--- src/rtl/core/oakt_ram.sv ---
`timescale 1ns / 1ps
// ----------------------------------------------------------------------------
// oakt_ram
// simple dual-port ram, one write port, one registered read port
// ----------------------------------------------------------------------------
module oakt_ram #(
    parameter int WIDTH = 8,
    parameter int DEPTH = 16
) (
    input  logic                     clk,
    input  logic                     wr_en,
    input  logic [$clog2(DEPTH)-1:0] wr_addr,
    input  logic [WIDTH-1:0]         wr_data,
    input  logic [$clog2(DEPTH)-1:0] rd_addr,
    output logic [WIDTH-1:0]         rd_data
);

    logic [WIDTH-1:0] mem [DEPTH];
    logic [WIDTH-1:0] rd_data_reg;

    always_ff @(posedge clk)
    begin
        if (wr_en)
        begin
            mem[wr_addr] <= wr_data;
        end
        rd_data_reg <= mem[rd_addr];
    end

    assign rd_data = rd_data_reg;

endmodule

--- config.mk ---
export PLATFORM = sky130hd
export DESIGN_NAME = oakt_ram
export DESIGN_NICKNAME = d
export VERILOG_FILES = /design/src/rtl/core/oakt_ram.sv
export SDC_FILE = /design/constraint.sdc
export NUM_CORES = 1
export LEC_CHECK = 0
export BUFFER_PORTS_ARGS = -buffer_cell sky130_fd_sc_hd__buf_2
export CAP_MARGIN = 0
export CORE_ASPECT_RATIO = 0.8
export CORE_UTILIZATION = 60
export DETAILED_ROUTE_END_ITERATION = 10
export HOLD_SLACK_MARGIN = 0.08
export PLACE_DENSITY = 0.78
export SLEW_MARGIN = 20
export SYNTH_ARGS = -nofsm -noshare
export SYNTH_HDL_FRONTEND = slang
export SYNTH_SLANG_ARGS = --single-unit
--- constraint.sdc ---
create_clock -name clk -period 2.38 [get_ports clk]
set_input_delay 0.476 -clock clk [delete_from_list [all_inputs] [get_ports clk]]
set_output_delay 0.476 -clock clk [all_outputs]
set_load 0.01 [all_outputs]
# Word-level counts from Yosys, hierarchy flattened
# Memory sizes are Yosys's and may differ from the RTL's. A register that Yosys moved wholly into a read port is not among the register bits.
# Cells that the tools add are included.
# totals
reg_bits	0
mem_count	1
romBits	0
inputBits	18
ram_bits	128
latchBits	0
output_inout_bits	8
# classes
bitwise_logic	0
shifts	0
addsub	0
n_reduce_logical	0
eq_ne	0
muxes	2
n_div	0
n_lt_le_gt_ge	0
mul	0
# memory_table
name	depth	word_bits	rd	rd_ports_with_merged_regs	write_ports	line_no	rtl
mem	16	8	1	1	1	18	logic [WIDTH-1:0] mem [DEPTH];
# ops
op	n
$mux W1	2

# Longest topological paths before layout
# logic_depth
depth_word	2
depth_mapped	5
depth_no_buf	3

# Worst setup path before layout
# OpenSTA, ideal clock, no wires.
# synth_timing
path_kind	input-to-reg
start	input wr_addr[2]
end	memory mem[0][0] (enable)
setup_slack_ps	411
path_stages	2
setup_ps	383
arrival_time_ps	1586
required_ps	1997
n_path_buf	0
path_cell_list	or3b_2 > nor3_1
# synth_lines
element	line_no	rtl
start: declaration	12	input logic [$clog2(DEPTH)-1:0] wr_addr,
end: declaration	18	
# No word-level cell before the write port.

==> out/qor.yml <==
status: "finished, final reports clean"
io_pins: 26
die_area_um2: 8960
cts_root_buffer: "clkbuf_8"
clkSlewWorstSetupHoldPaths_ns: 0.06
drc: 0
synth-simple-area-share_pct: 3.18
synth_edf_count: 128
drt_wl_total_mm: 10.2
ys_top_cells_by_area: "edfxtp_1 75%, mux4_2 7.9%, mux4_1 7.1%, dfxtp_1 3.1%, a22oi_1 2.3%"
grt_usage_pct: 25.9
worst_slack_ns: 0.844
pre_cts_ws_ns: 0.391
fin_util_pct: 74.7
slowest_delay_ns: 0.60
cts_htree_levels: 4
critPathBufInv: 2
yosysTopAreaCell: "edfxtp_1"
fin_hold_ws_ns: 0.337
dr_total_vias: 2545
crit_type: "input pin to flip-flop"
numCtsBuffers: 17
fmax_mhz: 651
ys_ff_latch: 136
synth.most_common_cell: "edfxtp_1"
rr_worst_depth: 3
clock-sinks: 136
arrival_ns: 1.91
drv_cap: 0
worstHoldPathType: "input pin to flip-flop"
crit-reg2reg-launch: "mem[9][1]"
firstDrtPassIters: 4
grt_pass1_vias: 2540
fin_area_um2: 6070
die_y_um: 84.8
placed_area_um2: 5500
r2r-end: "rd_data[1]"
skew_ns: 0.0110
antenna_found_initial: 0
critPathLaunchType: "input pin"
layoutNonFillerInstCount: 404
syn_nets: 247
hold_start: "wr_data[3]"
ir_drop_mv: 0.603
area_growth_pct: 17.9
cpLargestDelayFamily: "multiplexers"
setup-tns-final_ns: 0
synth.area.mux_share_pct: 15.0
drt_iter0_markers: 213
clock_latency_ns: 0.52
post_cts_resized: 0
setup_viol: 0
yosys_warnings: 0
hpwl_mm: 6.32
drv_slew: 0
endpoint_kind: "flip-flop"
nets: 301
num_rows: 29
cts_tree: "built"
min_path_cells: 1
clock_tree.buffer_depth: 2
syn_area_per_cell_um2: 22.5
n_antenna_cell: 0
grt_max_degree: 33
synth_top_family_by_area: "multiplexers"
coreArea_um2: 8130
antenna_left: 0
drive_above_1_share_pct: 32.1
portBuffers: 25
yosys.area_share.xor_xnor_pct: 0
grt-ovfl-total: 0
dp_cells: 372
netlist_area_um2: 5150
synth_cell_types: 19
die_w_um: 106
worstPathMaxFanout: 32
yosysSeqAreaShare_pct: 77.8
synth_top_cell_area_share_pct: 74.7
start_util_pct: 63.3
routed_via_density: 6.30
fin_crit_ns: 1.54
power_mw: 5.43
period_share_pct: 64.5
largest_reg_flops: 128
cts_hold_buf: 0
grt_pass1_wl_mm: 15.5
async_reset_ff_share_pct: 0
synth_fa_ha_area_share_pct: 0
synth-compound-area-share_pct: 2.33
nFillCells: 456
synth_top_flop_cell: "edfxtp_1"
power_density_nw_per_um2: 895
min_to: "mem[14][3]"
reg2reg_setup_slack_ns: 0.90
worstPathRequired_ns: 2.76
hold_viol: 0
relSlewSlack_pct: 54.1
post_cts_buffers: 0
crit_chain: "buf_2 > buf_12 > mux4_1 > a22oi_1 > nand2_1"
critPathSlowestCell: "mux4_1"
place_congestion: 0.758
rsz0062_at_grt: "false"
tightest_slew_ns: 0.686
netlist_instances: 229
total_leakage_power_nw: 2.09
wire_per_inst_um: 25.4
synthTopCellsByCount: "128 x edfxtp_1, 18 x mux4_2, 16 x a22oi_1"
[layout by cell type, fill, tap and decap left out, drive strengths merged]
master / Yosys / final
bufinv: 0 / 2
clkinv: 0 / 8
nor2b: 1 / 1
nand3: 1 / 1
and2: 1 / 1
nand3b: 2 / 2
nand2b: 2 / 2
edfxtp: 128 / 128
clkbuf: 0 / 20
nor2: 13 / 13
nand2: 9 / 9
mux4: 32 / 32
a22oi: 16 / 16
clkinvlp: 0 / 2
nor3: 4 / 4
and2b: 1 / 1
or3b: 1 / 1
buf: 7 / 45
dfxtp: 8 / 8
[layout make-up]
type                    count  area, um^2  area share (%)
multi-input cells          83        1060            17.4
well taps                 108         135            2.23
flip-flops and latches    136        4000            66.0
clock buffers              20         445            7.34
clock inverters            12         126            2.08
repair buffers             45         300            4.95
[kinds of logic after synthesis]
| group | count (synthesis) |
|---|---|
| AND/OR/NAND/NOR | 35 |
| AO/OA/AOI/OAI | 16 |
| flip-flops | 136 |
| multiplexers | 32 |
| buffers and inverters | 10 |
[power breakdown]
group	leakage [nW]	total, mW	internal, mW	switching, mW
sequential	1.22	2.70	2.68	0.0243
clock	0.280	2.48	1.54	0.937
combinational	0.586	0.255	0.108	0.147
total	2.09	5.43	4.32	1.11
[worst max-delay path by stage]
stage,from,end,slack (ns),cells past startpoint
2_1_floorplan,wr_addr[2],mem[0][0],0.41,2
3_3_place_gp,rd_addr[0],rd_data[1],0.39,5
3_5_place_dp,rd_addr[0],rd_data[1],0.39,5
4_1_cts,rd_data[1],rd_data[1],0.84,1
5_1_grt,rd_addr[0],rd_data[1],0.82,5
6_report,rd_addr[0],rd_data[1],0.84,5
[worst reg2reg max path, stage by stage, from the launching register on]
cell,delay [ns]
edfxtp_1,0.35
mux4_1,0.52
a22oi_1,0.37
nand2_1,0.11
[layer usage]
metal  part of all wire [%]  GRT usage [%]  up-vias  routed length [um]
met1                     42           40.3     1309                4260
met5                      0              0        -                   0
met2                     46           36.5      141                4760
met3                     10           5.91       18                1040
li1                       -              -     1077                   -
met4                    1.9           10.2        0                 191
Power figures use the tool's default switching activity.
