--- src/rtl/core/oakt_pkg.sv ---
`timescale 1ns / 1ps
// ----------------------------------------------------------------------------
// oakt_pkg
// shared widths, codes, entry layout and key mix for the key table
// ----------------------------------------------------------------------------
package oakt_pkg;

    localparam int DEFAULT_SLOTS = 128;

    localparam int ACTION_W    = 2;
    localparam int KEY_W       = 32;
    localparam int VALUE_W     = 32;
    localparam int STATUS_W    = 2;
    localparam int SLOT_OUT_W  = 7;
    localparam int COUNT_OUT_W = 8;
    localparam int FILL_W      = 7;

    localparam logic [FILL_W-1:0] FILL_RESET = 7'd90;

    // s_tdata: action, key, value, zero pad to whole bytes
    localparam int IN_FIELDS_W = ACTION_W + KEY_W + VALUE_W;
    localparam int IN_TDATA_W  = ((IN_FIELDS_W + 7) / 8) * 8;

    // m_tdata: status, slot, value_out, count, zero pad to whole bytes
    localparam int OUT_FIELDS_W = STATUS_W + SLOT_OUT_W + VALUE_W + COUNT_OUT_W;
    localparam int OUT_TDATA_W  = ((OUT_FIELDS_W + 7) / 8) * 8;

    // table entry: {valid, value, key}
    localparam int ENTRY_W     = 1 + VALUE_W + KEY_W;
    localparam int ENTRY_VALID = ENTRY_W - 1;

    localparam logic [ACTION_W-1:0] ACT_ADD    = 2'd0;
    localparam logic [ACTION_W-1:0] ACT_LOOKUP = 2'd1;
    localparam logic [ACTION_W-1:0] ACT_DELETE = 2'd2;

    typedef enum logic [STATUS_W-1:0] {
        ST_OK      = 2'd0,
        ST_MISSING = 2'd1,
        ST_FULL    = 2'd2,
        ST_ZERO    = 2'd3
    } status_t;

    localparam logic [31:0] MIX_SEL  = 32'h7F37F773;
    localparam logic [31:0] MIX_HIGH = 32'hF0F0F0F0;
    localparam logic [31:0] MIX_LOW  = 32'h0F0F0F0F;

    function automatic logic [31:0] rotr32(input logic [31:0] x, input int unsigned n);
        return (x >> n) | (x << (32 - n));
    endfunction

    // rotate/mask/xor mix of the key, before reduction to a slot
    function automatic logic [31:0] mix_key(input logic [KEY_W-1:0] k);
        logic [31:0] h;
        logic [31:0] r;
        h = (rotr32(k, 7) & MIX_SEL) | (rotr32(k, 13) & ~MIX_SEL);
        h = h ^ ((rotr32(k, 8) & MIX_HIGH) | (rotr32(k, 16) & MIX_LOW));
        r = rotr32(h, 21);
        h = h ^ r;
        r = rotr32(r, 13);
        h = h ^ r;
        r = rotr32(r, 3);
        h = h ^ r;
        return h;
    endfunction

endpackage

--- src/rtl/core/oakt_hash.sv ---
`timescale 1ns / 1ps
// ----------------------------------------------------------------------------
// oakt_hash
// home slot of a key: key mix reduced modulo the slot count
// ----------------------------------------------------------------------------
module oakt_hash #(
    parameter int SLOTS = oakt_pkg::DEFAULT_SLOTS
) (
    input  logic                         clk,
    input  logic                         rst_n,
    input  logic                         start,
    input  logic [oakt_pkg::KEY_W-1:0]   key,
    output logic                         done,
    output logic [$clog2(SLOTS)-1:0]     home
);

    import oakt_pkg::*;

    localparam int  IDX_W  = $clog2(SLOTS);
    localparam bit  IS_POW2 = ((SLOTS & (SLOTS - 1)) == 0);

    // full mix of the incoming key
    logic [31:0] mixed;

    assign mixed = mix_key(key);

    generate
        if (IS_POW2)
        begin : g_mask
            // power of two: the remainder is the low bits
            logic             done_reg;
            logic [IDX_W-1:0] home_reg;

            always_ff @(posedge clk or negedge rst_n)
            begin
                if (!rst_n)
                begin
                    done_reg <= 1'b0;
                    home_reg <= '0;
                end
                else
                begin
                    done_reg <= start;
                    if (start)
                    begin
                        home_reg <= mixed[IDX_W-1:0];
                    end
                end
            end

            assign done = done_reg;
            assign home = home_reg;
        end
        else
        begin : g_recip
            // quotient estimate by reciprocal multiply, low by at most one,
            // then one compare and subtract; each step ends in a register
            localparam logic [31:0] RECIP = 32'((64'd1 << 32) / 64'(SLOTS));

            logic             v1_reg;
            logic             v2_reg;
            logic             v3_reg;
            logic             done_reg;
            logic [31:0]      mix_reg;
            logic [31:0]      quot_reg;
            logic [IDX_W:0]   rem_reg;
            logic [IDX_W-1:0] home_reg;
            logic [63:0]      prod;
            logic [31:0]      diff;
            logic [IDX_W:0]   rem_sub;
            logic [IDX_W-1:0] home_next;

            always_comb
            begin
                prod      = 64'(mix_reg) * 64'(RECIP);
                diff      = mix_reg - quot_reg * 32'(SLOTS);
                rem_sub   = rem_reg - (IDX_W + 1)'(SLOTS);
                home_next = (rem_reg >= (IDX_W + 1)'(SLOTS)) ? rem_sub[IDX_W-1:0]
                                                             : rem_reg[IDX_W-1:0];
            end

            always_ff @(posedge clk or negedge rst_n)
            begin
                if (!rst_n)
                begin
                    v1_reg   <= 1'b0;
                    v2_reg   <= 1'b0;
                    v3_reg   <= 1'b0;
                    done_reg <= 1'b0;
                    mix_reg  <= '0;
                    quot_reg <= '0;
                    rem_reg  <= '0;
                    home_reg <= '0;
                end
                else
                begin
                    v1_reg   <= start;
                    v2_reg   <= v1_reg;
                    v3_reg   <= v2_reg;
                    done_reg <= v3_reg;
                    if (start)
                    begin
                        mix_reg <= mixed;
                    end
                    if (v1_reg)
                    begin
                        quot_reg <= prod[63:32];
                    end
                    if (v2_reg)
                    begin
                        rem_reg <= diff[IDX_W:0];
                    end
                    if (v3_reg)
                    begin
                        home_reg <= home_next;
                    end
                end
            end

            assign done = done_reg;
            assign home = home_reg;
        end
    endgenerate

endmodule

--- config.mk ---
export PLATFORM = sky130hd
export DESIGN_NAME = oakt_hash
export DESIGN_NICKNAME = d
export VERILOG_FILES = /design/src/rtl/core/oakt_pkg.sv /design/src/rtl/core/oakt_hash.sv
export SDC_FILE = /design/constraint.sdc
export NUM_CORES = 1
export LEC_CHECK = 0
export ABC_AREA = 1
export BUFFER_PORTS_ARGS = -buffer_cell sky130_fd_sc_hd__clkbuf_2
export CAP_MARGIN = 0
export CELL_PAD_IN_SITES_DETAIL_PLACEMENT = 1
export CELL_PAD_IN_SITES_GLOBAL_PLACEMENT = 1
export CORE_MARGIN = 3
export CORE_UTILIZATION = 31
export CTS_CLUSTER_SIZE = 10
export DETAILED_ROUTE_END_ITERATION = 10
export HOLD_SLACK_MARGIN = 0.02
export MAX_ROUTING_LAYER = met4
export PLACE_DENSITY_LB_ADDON = 0.2
export REMOVE_ABC_BUFFERS = 1
export SLEW_MARGIN = 20
export SYNTH_ARGS = -nofsm -noshare
export SYNTH_HDL_FRONTEND = slang
export SYNTH_SLANG_ARGS = --single-unit
--- constraint.sdc ---
create_clock -name clk -period 0.8 [get_ports clk]
set_input_delay 0 -clock clk [delete_from_list [all_inputs] [get_ports clk]]
set_output_delay 0 -clock clk [all_outputs]
set_load 0.02 [all_outputs]
# After elaboration in Yosys (flattened, before gate mapping)
# Index checks and enable logic that the tools add are counted.
dict set report totals {
  reg_bits 8
  in_bits 35
  out_inout_bits 8
  wordCells 15
}
dict set report op_classes {
  bitwise_logic 13
}
# cell n
set op_table {}
lappend op_table {{$or 19x32->32} 1}
lappend op_table {{$or 24x32->32} 1}
lappend op_table {{$or 31x32->32} 1}
lappend op_table {{$or 32x28->32} 1}
lappend op_table {{$xor 32x32->32} 1}
lappend op_table {{$or 25x31->31} 1}
lappend op_table {{$or 16x28->28} 1}
lappend op_table {{$or 11x23->23} 1}
lappend op_table {{$xor 7x7->7} 3}
lappend op_table {{$or 10x1->10 const B} 1}
lappend op_table {{$or 7x1->7 const B} 1}

# Longest topological paths before layout
dict set report depth {
  word_depth 7
  depth_mapped 10
  mapped_depth_nobuf 9
}

# Worst setup path before layout
# No wires, ideal clock.
dict set report synth_timing {
  path_kind {input to register}
  startpoint {input key[16] (netlist name)}
  endpoint {register g_mask.home_reg[3], in the netlist home[3]}
  setup_ns 0.117
  t_arrival_ns 0.568
  t_required_ns 0.683
  slack_ns 0.115
  stages 10
  path_buffers 1
  cell_sequence {buf_6 > inv_2 > nand2_1 > nand2_1 > nand2_1 > nand2_1 > inv_1 > nand2_1 > nand3_1 > nand2_1}
}
dict set report synth_via {
  elab_chain_len 6
}
# element line
set synth_rtl {}
lappend synth_rtl {{start, declared} oakt_hash.sv:12} ;# input logic [oakt_pkg::KEY_W-1:0] key,
lappend synth_rtl {{$or 19x32->32} oakt_pkg.sv:48} ;# return (x >> n) | (x << (32 - n));
lappend synth_rtl {{$or 31x32->32} oakt_pkg.sv:55} ;# h = (rotr32(k, 7) & MIX_SEL) | (rotr32(k, 13) & ~MIX_SEL);
lappend synth_rtl {{$xor 32x32->32} oakt_pkg.sv:56} ;# h = h ^ ((rotr32(k, 8) & MIX_HIGH) | (rotr32(k, 16) & MIX_LOW));
lappend synth_rtl {{$xor 7x7->7} oakt_pkg.sv:58} ;# h = h ^ r;
lappend synth_rtl {{$xor 7x7->7} oakt_pkg.sv:60} ;# h = h ^ r;
lappend synth_rtl {{$xor 7x7->7} oakt_pkg.sv:62} ;# h = h ^ r;
lappend synth_rtl {{end signal, assigned} oakt_hash.sv:46} ;# home_reg <= mixed[IDX_W-1:0];
lappend synth_rtl {{end, declared} oakt_hash.sv:32} ;# logic [IDX_W-1:0] home_reg;
# No other way between the ends.
# A chain may end at the register's enable or synchronous reset.

# Worst setup path in the final report
dict set report layout_timing {
  startpoint {register g_mask.home_reg[0], in the netlist home[0]}
  endpoint {output home[0]}
}
# element line
set layout_lines {}
lappend layout_lines {{end, declared} oakt_hash.sv:14} ;# output logic [$clog2(SLOTS)-1:0] home
# No word-level cell between the ends.

==> flow_metrics.py <==
metrics = {
    "die": {
        "die_area_um2": 4100,
        "start_util_pct": 33.4,
        "die_y_um": 64.1,
        "die_w_um": 64.1,
        "core_um2": 3130,
        "ios": 43,
        "rows": 20,
    },
    "route": {
        "first_pass_iters": 4,
        "vias": 1247,
        "post-route-drc-count": 0,
        "vias_per_cell": 4.50,
        "ant_nets": 0,
        "dr.first_iter.drc_count": 46,
        "wl_per_cell_um": 11.2,
        "routed_wl_um": 3100,
    },
    "timing": {
        "hold_viol_final": 0,
        "period_minus_slack_ps": 804,
        "fin_hold_ws_ps": 111,
        "fin_ws_ps": -3.65,
        "worstMarginPinSlew_ps": 238,
        "drv_slew": 0,
        "finClkSkew_ps": 0,
        "maxSlewHeadroom_pct": 84.1,
        "setup_violations": 1,
        "fin_setup_tns_ps": -3.65,
        "max_freq_ghz": 1.24,
        "rsz0062_at_grt": "yes",
        "period_share_pct": 100,
    },
    "yosys": {
        "avgSynthCellArea_um2": 5.53,
        "yosys_warnings": 0,
        "ys_seq_area_share_pct": 19.2,
        "synth.distinct_cells": 12,
        "synth_seq_cells": 8,
        "syn_inst": 189,
        "syn-cell-area_um2": 1040,
    },
    "worst_setup_path": {
        "cp-startpoint": "home[0]",
        "required_ps": 800,
        "crit_buf_inv": 1,
        "critPathArrivalTime_ps": 800,
        "rrSetupSlack_ps": 30,
        "path_delay_family": "flip-flops",
        "criticalPathCategory": "flop to output port",
        "reg2reg_from": "home[0]",
        "critical_path.max_stage_delay_ps": 400,
        "cp-end-kind": "output port",
        "critPathMaxFanout": 2,
        "start_kind": "flop",
        "cp_slowest_cell": "dfrtp_1",
        "crit_chain": "buf_6",
    },
    "outcome": {
        "outcome": "finished with violations",
        "violations": "setup timing",
    },
    "power_and_ir_drop": {
        "powerDensity_nw_per_um2": 1270,
        "peakVddDrop_v": 0.000354,
        "p_leak_nw": 0.848,
    },
    "place": {
        "port_buffers": 37,
        "dpl.hpwl_um": 2620,
        "pre_cts_slack_ps": -153,
        "gp_congestion": 0.704,
    },
    "clock_network": {
        "cts_max_path_buffers": 2,
        "clockRootBuffer": "clkbuf_4",
        "clock_latency_ps": 250,
        "cts_buffers": 3,
        "htree_levels": 1,
        "cts_tree": "built",
        "cts_sinks": 8,
        "clkTransAtPathRegs_ps": 50,
    },
    "final_layout": {
        "area_delta_synth_final_pct": 31.6,
        "layout_commonest_cell": "nand2_1",
        "fin_nets": 270,
        "antenna-diode-count": 0,
        "n_fill_cell": 455,
        "drive_gt1_share_pct": 22.7,
        "final_cell_mix": "nand2_1, clkbuf_2, inv_1",
        "largest_register_ffs": 7,
    },
    "global_routing": {
        "grt_pass1_wl_um": 5110,
        "antenna_found_initial": 0,
        "grt_max_degree": 10,
        "grt_usage_pct": 15.7,
        "grt-ovfl-total": 0,
        "grt_pass1_vias": 1263,
    },
    "min_path": {
        "worstHoldPathType": "primary input to flop",
        "min_from": "start",
    },
    "job": {
        "cap_violations": 0,
    },
}
-- kinds of logic (layout without fill, tap and decap cells) --
kind of cell	count (synthesis)	in the layout	share of synthesized area, %
DFF	8	8	19.2
xor gates and xnor gates	23	23	19.3
buffers and inverters	21	65	9.58
and+or+nand+nor	137	137	52.0
-- timing repair --
item | CTS | global route
setup endpoints to repair | 2 | 7
setup buffers | 0 | 5
hold buffers | 2 | 0
endpoints found under the hold margin | 9 | 0
resized for setup | 0 | 20
-- power by group --
group	total, W	switching [W]	leakage [nW]	internal, W
registers	0.000513	0.0000462	0.0945	0.000467
logic	0.000921	0.000512	0.740	0.000409
clock network	0.000308	0.000136	0.0138	0.000172
total	0.00174	0.000694	0.848	0.00105
-- routing by layer --
layer	share of wire [%]	routed length [µm]	vias to the layer above	GRT usage [%]
met5	0	0	-	-
met4	0.64	20	0	4.85
met3	4.4	136	4	1.76
met2	55	1710	26	29.9
met1	40	1240	567	16.8
li1	-	-	650	-
-- worst paths after layout --
check / endpoint / cells after the start
hold / removal: home[3] / 3
setup / recovery: home[0] / 1
setup reg to reg: home[0] / 3
hold reg to reg: home[5] / 2
min in group asynchronous: home[6] / 2
max in group asynchronous: home[5] / 2
-- synthesized netlist by cell type (all sizes together) --
master / count / area [µm²]
inv: 18 / 70.1
nand3: 12 / 60.1
dfrtp: 8 / 200
xor2: 12 / 105
xnor2: 11 / 96.3
buf: 3 / 30.0
nand2: 124 / 475
nand3b: 1 / 7.51
-- final cells by class --
type                            count  area, µm²  share of cell area [%]
Tap cell                           44       55.1                    4.00
Multi-Input combinational cell    160        744                    54.1
Timing Repair Buffer               44        283                    20.6
Clock buffer                        3       22.5                    1.64
Inverter                           18       70.1                    5.10
Sequential cell                     8        200                    14.6
-- metrics by stage --
step | cell area [µm²] | power, W | instances | utilization [%]
4_1_cts | 1300 | 0.00162 | 272 | 41.5
6_report | 1380 | 0.00174 | 277 | 44.0
3_5_place_dp | 1250 | 0.00130 | 267 | 40.1
2_1_floorplan | 1010 | 0.000986 | 186 | -
5_1_grt | 1380 | 0.00188 | 277 | 44.0
3_3_place_gp | 1250 | 0.00125 | 267 | 40.1
No activity file was read; power rests on OpenSTA's default activity.
